`config.mk`:
```
export PLATFORM = sky130hd
export DESIGN_NAME = handle_lifecycle_table
export DESIGN_NICKNAME = d
export VERILOG_FILES = /design/src/rtl/hlt_pkg.sv /design/src/rtl/hlt_ctrl.sv /design/src/rtl/hlt_dp.sv /design/src/rtl/handle_lifecycle_table.sv
export SDC_FILE = /design/constraint.sdc
export NUM_CORES = 2
export LEC_CHECK = 0
export BUFFER_PORTS_ARGS = -buffer_cell sky130_fd_sc_hd__buf_2
export CAP_MARGIN = 10
export CORE_UTILIZATION = 55
export DETAILED_ROUTE_END_ITERATION = 10
export PLACE_DENSITY = 0.76
export SYNTH_ARGS = -nofsm -noshare
export SYNTH_HDL_FRONTEND = slang
export SYNTH_SLANG_ARGS = --single-unit
```
`constraint.sdc`:
```
create_clock -name clk -period 7.3 [get_ports clk]
set_input_delay 0.365 -clock clk [delete_from_list [all_inputs] [get_ports clk]]
set_output_delay 0.365 -clock clk [all_outputs]
set_load 0.05 [all_outputs]
```
`src/rtl/hlt_pkg.sv`:
```
// Package for the handle lifecycle table: codes, slot record and control/status structs.
package hlt_pkg;

  localparam logic [2:0] OP_ADD     = 3'd0;
  localparam logic [2:0] OP_DRAIN   = 3'd1;
  localparam logic [2:0] OP_DETACH  = 3'd2;
  localparam logic [2:0] OP_RELEASE = 3'd3;
  localparam logic [2:0] OP_RETAIN  = 3'd4;
  localparam logic [2:0] OP_REL_ALL = 3'd5;
  localparam logic [2:0] OP_CLEAR   = 3'd6;

  localparam logic [2:0] ST_ACTIVE   = 3'd0;
  localparam logic [2:0] ST_DRAINING = 3'd1;
  localparam logic [2:0] ST_DETACHED = 3'd2;
  localparam logic [2:0] ST_RELEASED = 3'd3;
  localparam logic [2:0] ST_RETAINED = 3'd4;

  localparam int IN_DATA_W  = 40;
  localparam int OUT_DATA_W = 112;

  typedef struct packed {
    logic [31:0] handle;
    logic [2:0]  state;
    logic        hook;
    logic [31:0] gen;
  } slot_t;

  typedef enum logic [2:0] {
    S_IDLE,
    S_DECODE,
    S_RD,
    S_CHK,
    S_EMIT,
    S_POP_RD,
    S_POP_EMIT
  } ctl_state_t;

  typedef struct packed {
    logic load;
    logic rd;
    logic step;
    logic hit;
    logic pop_init;
    logic emit;
    logic pop;
  } hlt_cmd_t;

  typedef struct packed {
    logic search;
    logic rel_all;
    logic count_zero;
    logic match;
    logic idx_last;
    logic idx_zero;
    logic out_free;
  } hlt_sts_t;

endpackage

```
`src/rtl/hlt_ctrl.sv`:
```
// Sequencer for lookups, single-entry updates and release-all pops.
module hlt_ctrl
  import hlt_pkg::*;
(
  input  logic     clk,
  input  logic     rst_n,
  input  logic     in_tvalid,
  output logic     in_tready,
  input  hlt_sts_t sts,
  output hlt_cmd_t cmd
);

  ctl_state_t state_r, state_nxt;

  always_ff @(posedge clk) begin
    if (!rst_n) begin
      state_r <= S_IDLE;
    end else begin
      state_r <= state_nxt;
    end
  end

  always_comb begin
    state_nxt = state_r;
    cmd       = '0;
    in_tready = 1'b0;
    case (state_r)
      S_IDLE: begin
        in_tready = 1'b1;
        if (in_tvalid) begin
          cmd.load  = 1'b1;
          state_nxt = S_DECODE;
        end
      end
      S_DECODE: begin
        if (sts.search && !sts.count_zero) begin
          state_nxt = S_RD;
        end else if (sts.rel_all && !sts.count_zero) begin
          cmd.pop_init = 1'b1;
          state_nxt    = S_POP_RD;
        end else begin
          state_nxt = S_EMIT;
        end
      end
      S_RD: begin
        cmd.rd    = 1'b1;
        state_nxt = S_CHK;
      end
      S_CHK: begin
        if (sts.match) begin
          cmd.hit   = 1'b1;
          state_nxt = S_EMIT;
        end else begin
          cmd.step  = 1'b1;
          state_nxt = sts.idx_last ? S_EMIT : S_RD;
        end
      end
      S_EMIT: begin
        if (sts.out_free) begin
          cmd.emit  = 1'b1;
          state_nxt = S_IDLE;
        end
      end
      S_POP_RD: begin
        cmd.rd    = 1'b1;
        state_nxt = S_POP_EMIT;
      end
      S_POP_EMIT: begin
        if (sts.out_free) begin
          cmd.pop   = 1'b1;
          state_nxt = sts.idx_zero ? S_IDLE : S_POP_RD;
        end
      end
      default: begin
        state_nxt = S_IDLE;
      end
    endcase
  end

endmodule

```
`src/rtl/hlt_dp.sv`:
```
// Datapath: slot memory, count and generation registers, result register.
module hlt_dp
  import hlt_pkg::*;
#(
  parameter int SLOTS = 16
) (
  input  logic                  clk,
  input  logic                  rst_n,
  input  hlt_cmd_t              cmd,
  output hlt_sts_t              sts,
  input  logic [IN_DATA_W-1:0]  in_tdata,
  input  logic [2:0]            in_tuser,
  output logic                  out_tvalid,
  input  logic                  out_tready,
  output logic [OUT_DATA_W-1:0] out_tdata,
  output logic                  out_tlast
);

  localparam int CW = $clog2(SLOTS + 1);
  localparam int AW = (SLOTS > 1) ? $clog2(SLOTS) : 1;

  slot_t mem [SLOTS];

  logic [2:0]    op_r;
  logic [31:0]   h_r;
  logic [2:0]    ist_r;
  logic          hk_r;
  logic [CW-1:0] idx_r, idx_nxt;
  logic          found_r, found_nxt;
  slot_t         rd_r;
  logic [CW-1:0] count_r, count_nxt;
  logic [31:0]   tgen_r, tgen_nxt;

  logic                  out_valid_r, out_valid_nxt;
  logic [OUT_DATA_W-1:0] out_data_r, out_data_nxt;
  logic                  out_last_r, out_last_nxt;

  logic          wr_en;
  logic [AW-1:0] wr_addr;
  slot_t         wr_data;

  logic        r_ok, r_hook, r_last, add_ok, lc_ok, live;
  logic [31:0] r_handle, r_gen;
  logic [2:0]  r_state, ns;
  logic        h_zero;

  assign h_zero = (h_r == 32'd0);

  always_comb begin
    sts            = '0;
    sts.search     = ((op_r == OP_ADD) && !h_zero) || (op_r == OP_DRAIN) ||
                     (op_r == OP_DETACH) || (op_r == OP_RELEASE) || (op_r == OP_RETAIN);
    sts.rel_all    = (op_r == OP_REL_ALL);
    sts.count_zero = (count_r == '0);
    sts.match      = (rd_r.handle == h_r);
    sts.idx_last   = ((idx_r + CW'(1)) == count_r);
    sts.idx_zero   = (idx_r == '0);
    sts.out_free   = !out_valid_r || out_tready;
  end

  always_comb begin
    idx_nxt   = idx_r;
    found_nxt = found_r;
    count_nxt = count_r;
    tgen_nxt  = tgen_r;
    wr_en     = 1'b0;
    wr_addr   = idx_r[AW-1:0];
    wr_data   = rd_r;
    r_ok      = 1'b0;
    r_handle  = h_r;
    r_hook    = 1'b0;
    r_state   = 3'd0;
    r_gen     = 32'd0;
    r_last    = 1'b1;
    add_ok    = 1'b0;
    lc_ok     = 1'b0;
    ns        = rd_r.state;
    live      = (rd_r.state == ST_ACTIVE) || (rd_r.state == ST_DRAINING);

    if (cmd.load) begin
      idx_nxt   = '0;
      found_nxt = 1'b0;
    end
    if (cmd.step) begin
      idx_nxt = idx_r + CW'(1);
    end
    if (cmd.hit) begin
      found_nxt = 1'b1;
    end
    if (cmd.pop_init) begin
      idx_nxt = count_r - CW'(1);
    end

    if (cmd.emit) begin
      case (op_r)
        OP_ADD: begin
          add_ok = !h_zero && (ist_r <= ST_RETAINED) && (count_r < CW'(SLOTS)) && !found_r;
          r_ok   = add_ok;
          if (found_r) begin
            r_state = rd_r.state;
            r_gen   = rd_r.gen;
          end else if (add_ok) begin
            wr_en          = 1'b1;
            wr_addr        = count_r[AW-1:0];
            wr_data.handle = h_r;
            wr_data.state  = ist_r;
            wr_data.hook   = hk_r;
            wr_data.gen    = tgen_r;
            count_nxt      = count_r + CW'(1);
            r_state        = ist_r;
            r_gen          = tgen_r;
          end
        end
        OP_DRAIN, OP_DETACH, OP_RELEASE, OP_RETAIN: begin
          if (found_r) begin
            case (op_r)
              OP_DRAIN: begin
                lc_ok = (rd_r.state == ST_ACTIVE);
                ns    = ST_DRAINING;
              end
              OP_DETACH: begin
                lc_ok = (rd_r.state != ST_RELEASED);
                ns    = ST_DETACHED;
              end
              OP_RELEASE: begin
                lc_ok = live;
                ns    = ST_RELEASED;
              end
              default: begin
                lc_ok = (rd_r.state != ST_RELEASED);
                ns    = ST_RETAINED;
              end
            endcase
            r_ok    = lc_ok;
            r_hook  = lc_ok && (op_r == OP_RELEASE) && rd_r.hook;
            r_state = lc_ok ? ns : rd_r.state;
            r_gen   = lc_ok ? (rd_r.gen + 32'd1) : rd_r.gen;
            if (lc_ok) begin
              wr_en         = 1'b1;
              wr_data.state = ns;
              wr_data.gen   = rd_r.gen + 32'd1;
            end
          end
        end
        OP_REL_ALL: begin
          r_ok     = 1'b1;
          r_handle = 32'd0;
        end
        OP_CLEAR: begin
          r_ok      = 1'b1;
          count_nxt = '0;
          tgen_nxt  = 32'd1;
        end
        default: begin
          r_ok = 1'b0;
        end
      endcase
    end

    if (cmd.pop) begin
      r_ok      = 1'b1;
      r_handle  = rd_r.handle;
      r_hook    = live && rd_r.hook;
      r_state   = live ? ST_RELEASED : rd_r.state;
      r_gen     = rd_r.gen;
      r_last    = (count_r == CW'(1));
      count_nxt = count_r - CW'(1);
      tgen_nxt  = tgen_r + 32'd1;
      idx_nxt   = idx_r - CW'(1);
    end
  end

  always_comb begin
    out_valid_nxt = out_valid_r && !out_tready;
    out_data_nxt  = out_data_r;
    out_last_nxt  = out_last_r;
    if (cmd.emit || cmd.pop) begin
      out_valid_nxt = 1'b1;
      out_last_nxt  = r_last;
      out_data_nxt  = {6'd0, 5'(count_nxt), tgen_nxt, r_gen, r_state, r_hook, r_handle, r_ok};
    end
  end

  always_ff @(posedge clk) begin
    if (wr_en) begin
      mem[wr_addr] <= wr_data;
    end
    if (cmd.rd) begin
      rd_r <= mem[idx_r[AW-1:0]];
    end
  end

  always_ff @(posedge clk) begin
    if (cmd.load) begin
      op_r  <= in_tuser;
      h_r   <= in_tdata[31:0];
      ist_r <= in_tdata[34:32];
      hk_r  <= in_tdata[35];
    end
    idx_r      <= idx_nxt;
    found_r    <= found_nxt;
    out_data_r <= out_data_nxt;
    out_last_r <= out_last_nxt;
  end

  always_ff @(posedge clk) begin
    if (!rst_n) begin
      count_r     <= '0;
      tgen_r      <= 32'd1;
      out_valid_r <= 1'b0;
    end else begin
      count_r     <= count_nxt;
      tgen_r      <= tgen_nxt;
      out_valid_r <= out_valid_nxt;
    end
  end

  assign out_tvalid = out_valid_r;
  assign out_tdata  = out_data_r;
  assign out_tlast  = out_last_r;

endmodule

```
`src/rtl/handle_lifecycle_table.sv`:
```
// Handle lifecycle table: top level joining the sequencer and the datapath.
//
// Input channel in_*: one command item per handshake; op travels in in_tuser,
// handle, init_state and has_hook in in_tdata. Result channel out_*: one
// result item per handshake, out_tlast on the final result of a command.
// A command is taken only while the sequencer is idle, but a finished result
// may still wait in the output register while the next command is taken.
// A lookup reads the slot memory one entry at a time (a read state, then a
// compare state) for drain, detach, release, retain and add, scanning up to
// the number of held entries (at most SLOTS) and stopping at a match. Clear,
// unknown ops and release-all on an empty table go straight to the result.
// Release-all gives one result per held entry, popping from the top down.
// Reset empties the table and sets the table generation to one; the slot
// memory is not cleared, held entries are always written before being read.
// When out_tready is low the result holds and the block waits before
// producing the next one; nothing is dropped.
module handle_lifecycle_table
  import hlt_pkg::*;
#(
  parameter int SLOTS = 16
) (
  input  logic                  clk,
  input  logic                  rst_n,
  input  logic                  in_tvalid,
  output logic                  in_tready,
  // [31:0] handle, [34:32] init_state, [35] has_hook
  input  logic [IN_DATA_W-1:0]  in_tdata,
  // [2:0] op
  input  logic [2:0]            in_tuser,
  output logic                  out_tvalid,
  input  logic                  out_tready,
  // [0] ok, [32:1] out_handle, [33] hook_fired, [36:34] entry_state,
  // [68:37] entry_generation, [100:69] table_generation, [105:101] entry_count
  output logic [OUT_DATA_W-1:0] out_tdata,
  output logic                  out_tlast
);

  hlt_cmd_t cmd;
  hlt_sts_t sts;

  hlt_ctrl u_ctrl (
    .clk       (clk),
    .rst_n     (rst_n),
    .in_tvalid (in_tvalid),
    .in_tready (in_tready),
    .sts       (sts),
    .cmd       (cmd)
  );

  hlt_dp #(
    .SLOTS (SLOTS)
  ) u_dp (
    .clk        (clk),
    .rst_n      (rst_n),
    .cmd        (cmd),
    .sts        (sts),
    .in_tdata   (in_tdata),
    .in_tuser   (in_tuser),
    .out_tvalid (out_tvalid),
    .out_tready (out_tready),
    .out_tdata  (out_tdata),
    .out_tlast  (out_tlast)
  );

`ifndef SYNTHESIS
  a_one_item_at_a_time: assert property (@(posedge clk) disable iff (!rst_n)
    in_tvalid && in_tready |=> !in_tready)
    else $error("input taken while a command is in progress");

  a_emit_is_last: assert property (@(posedge clk) disable iff (!rst_n)
    cmd.emit |=> out_tvalid && out_tlast)
    else $error("single result not marked last");

  a_pop_last_at_empty: assert property (@(posedge clk) disable iff (!rst_n)
    cmd.pop |=> out_tvalid && (out_tlast == sts.count_zero))
    else $error("release-all last flag disagrees with entry count");
`endif

endmodule
```
==> impl_metrics.py <==
metrics = {
    "global_route": {
        "grt_max_degree": 169,
        "grt_util_all_layers_pct": 27.7,
        "antenna_found_initial": 3,
        "overflow": 0,
        "grt_pass1_wl_um": 195000,
        "grt_pass1_vias": 28500,
    },
    "placed_design": {
        "gp_congestion": 0.904,
        "numPortBuffers": 151,
        "numPlacedInstances": 3988,
        "dp_hpwl_um": 70500,
    },
    "sta": {
        "hold_violations": 0,
        "fin_setup_tns_ps": 0,
        "fin_skew_ps": 34.2,
        "setup_viol": 0,
        "max_slew_margin_pct": 19.5,
        "tightestPinTransition_ps": 1200,
        "max_freq_mhz": 213,
        "post-route-period-util_pct": 64.4,
        "finalCriticalPeriod_ps": 4700,
        "drv_slew": 0,
        "rsz0062_at_grt": "no",
    },
    "yosys": {
        "synthFlopType": "edfxtp_1",
        "synth_seq_area_share_pct": 74.7,
        "synth-seq-cells": 1349,
        "synth_cells": 2648,
        "netlist_area_mm2": 0.0536,
        "ys_types": 82,
        "syn_area_per_cell_um2": 20.3,
        "async_flop_share_pct": 0,
        "yosysWarningCount": 0,
        "synth_edf_count": 1307,
    },
    "status": {
        "status": "complete, but fails checks",
        "violations": "design-rule violations",
    },
    "clock_tree": {
        "clk_pin_slew_ps": 60,
        "ctsRootBufferMaster": "clkbuf_16",
        "cts-buffers-inserted": 134,
        "cts_buffer_depth": 3,
        "post-cts-setup-buffers": 0,
        "htree_levels": 4,
        "clock_sink_count": 1349,
        "clk_latency_ps": 750,
        "cts_tree": "yes",
        "cts.repair.resized": 0,
    },
    "final_layout": {
        "drive_gt1_share_pct": 27.0,
        "final_nets": 2946,
        "area_growth_pct": 13.5,
        "final_util_pct": 62.9,
        "diodes": 0,
        "layout.cells.non_filler": 4276,
    },
    "setup_path": {
        "arrival_ps": 5110,
        "crit_type": "reg -> reg",
        "cp_max_fo": 40,
        "required_ps": 7710,
        "start_kind": "register",
        "cp-end-kind": "register",
    },
    "route": {
        "antenna_left": 0,
        "drt-total-wl_um": 134000,
        "drtIter0Drc": 3842,
        "via_per_inst": 6.65,
        "drtPass1Iterations": 9,
        "drc": 1,
        "via_count": 28400,
        "wl_per_cell_um": 31.5,
    },
    "die": {
        "initial_core_util_pct": 55.5,
        "rows": 114,
        "core_mm2": 0.0967,
        "die_y_um": 314,
        "io_pins": 162,
        "dieArea_mm2": 0.0988,
        "die_w_um": 314,
    },
    "flow_run": {
        "drv_cap": 0,
    },
    "worst_hold_path": {
        "holdCritPathClass": "in -> reg",
    },
    "power_and_ir_drop": {
        "leakage_uw": 0.0196,
        "p_per_area_mw_per_mm2": 302,
        "ir_drop_mv": 0.326,
    },
}
## area by class of cell
| class | count | area, um^2 |
|---|---|---|
| Clock buffer | 167 | 3580 |
| Clock inverter | 77 | 722 |
| Multi-Input combinational cell | 1131 | 12900 |
| Timing Repair Buffer | 250 | 1840 |
| Tap cell | 1276 | 1600 |
| Sequential cell | 1349 | 40100 |
| Inverter | 26 | 103 |
| Fill cell | 6317 | 35800 |
## stage by stage
step	total power, uW	instance area (um^2)	setup slack (ps)	hold slack (ps)
2_1_floorplan	11000	53700	84.0	464
3_3_place_gp	11600	56100	2670	562
3_5_place_dp	11700	56100	2630	557
4_1_cts	18400	60800	2570	42.2
5_1_grt	18900	60900	2450	126
6_report	18400	60900	2600	81.5
## synth_stat cells, drive strengths merged, types with 3 or more instances
cell type / instances / area [um^2]
edfxtp: 1307 / 39200
mux4: 340 / 7660
nand2: 134 / 503
clkbuf: 86 / 324
o21ai: 66 / 334
buf: 61 / 303
nand3: 58 / 295
nor2: 46 / 173
dfxtp: 42 / 841
nor3: 41 / 221
nor4: 38 / 325
xor2: 38 / 333
a22o: 35 / 307
and2: 34 / 213
mux2: 34 / 383
a21oi: 31 / 159
mux2i: 27 / 270
inv: 25 / 93.8
nand4: 18 / 125
a31oi: 16 / 100
and3: 15 / 93.8
o211ai: 14 / 105
and4: 11 / 97.6
a221o: 10 / 100
xnor2: 10 / 87.6
a21o: 9 / 75.1
o22ai: 8 / 50.1
or3: 8 / 55.1
a22oi: 7 / 52.6
ha: 7 / 87.6
a32oi: 6 / 60.1
o21a: 6 / 45.0
o31ai: 6 / 45.0
a211oi: 5 / 42.5
nor2b: 5 / 31.3
or2: 4 / 25.0
or4: 4 / 33.8
nand2b: 3 / 18.8
nand3b: 3 / 22.5
o221ai: 3 / 26.3
o41ai: 3 / 26.3
## routing by layer
layer	up-vias	wire [um]	share of wire [%]	global-route usage, %
met4	0	4270	3.2	9.35
met3	287	13400	10	4.68
met5	-	0	0	0
met1	14800	50400	37	38.5
li1	11500	-	-	-
met2	1868	66400	49	44.9
## power breakdown
part	internal (uW)	total (uW)	switching, uW
Sequential	8890	9050	159
Clock	3840	6790	2950
Combinational	1030	2560	1530
## logic make-up (layout without fill, tap and decap cells)
| family | after synthesis | after routing | share of synthesized area [%] |
|---|---|---|---|
| XOR/XNOR | 48 | 48 | 0.784 |
| flip-flops | 1349 | 1349 | 74.7 |
| adder cells (fa/ha/maj) | 7 | 7 | 0.163 |
| AND/OR/NAND/NOR | 426 | 426 | 4.27 |
| AO/OA/AOI/OAI | 243 | 243 | 3.18 |
| other | 1 | 6 | 0.00699 |
| buffers and inverters | 173 | 520 | 1.35 |
| multiplexers | 401 | 401 | 15.5 |
## layout by cell type, fill, tap and decap left out, types with 38 or more instances in the layout
cell type and instances:
xor2_1 38, dlygate4sd3_1 39, clkinv_1 39, o21ai_0 53, buf_4 39, mux4_2 340
dfxtp_1 42, nand2_1 134, clkbuf_16 138, nand3_1 57, edfxtp_1 1307, nor2_1 46
buf_2 151
## worst max-delay path, stage by stage (launching register included)
cell and delay, ps:
edfxtp_1 460, nor4_1 490, nand2_1 230, nor4_4 840, nor3_4 70, buf_4 340
mux2i_1 420, nor3_2 1060, buf_12 380
## worst paths after layout
| kind | cells past startpoint | from | end | slack (ps) |
|---|---|---|---|---|
| worst max-delay path | 8 | u_dp.h_r[19]$_DFFE_PP_ | u_dp.mem[8][44]$_DFFE_PP_ | 2600 |
| worst min-delay path | 3 | out_tready | u_dp.out_tvalid$_SDFF_PN0_ | 80 |
| worst max register to register | 8 | u_dp.h_r[19]$_DFFE_PP_ | u_dp.mem[8][44]$_DFFE_PP_ | 2600 |
| worst min register to register | 2 | u_dp.tgen_r[0]$_SDFF_PN1_ | u_dp.tgen_r[0]$_SDFF_PN1_ | 610 |
## timing repair
item | in CTS | in global routing
endpoints found under the setup margin | 0 | 0
hold buffers | 39 | 0
endpoints found under the hold margin | 39 | 0
## state kept, by name (all words and copies together), names as in the netlist
register         flops
u_dp.out_tlast       1
u_dp.h_r            32
u_dp.op_r            3
u_dp.count_r         5
u_dp.idx_r           5
u_dp.out_tdata     106
u_dp.mem          1088
u_dp.tgen_r         32
u_dp.out_tvalid      1
u_dp.found_r         1
u_dp.hk_r            1
u_ctrl.state_r       3
u_dp.ist_r           3
u_dp.rd_r           68
(Power assumes the default switching activity.)
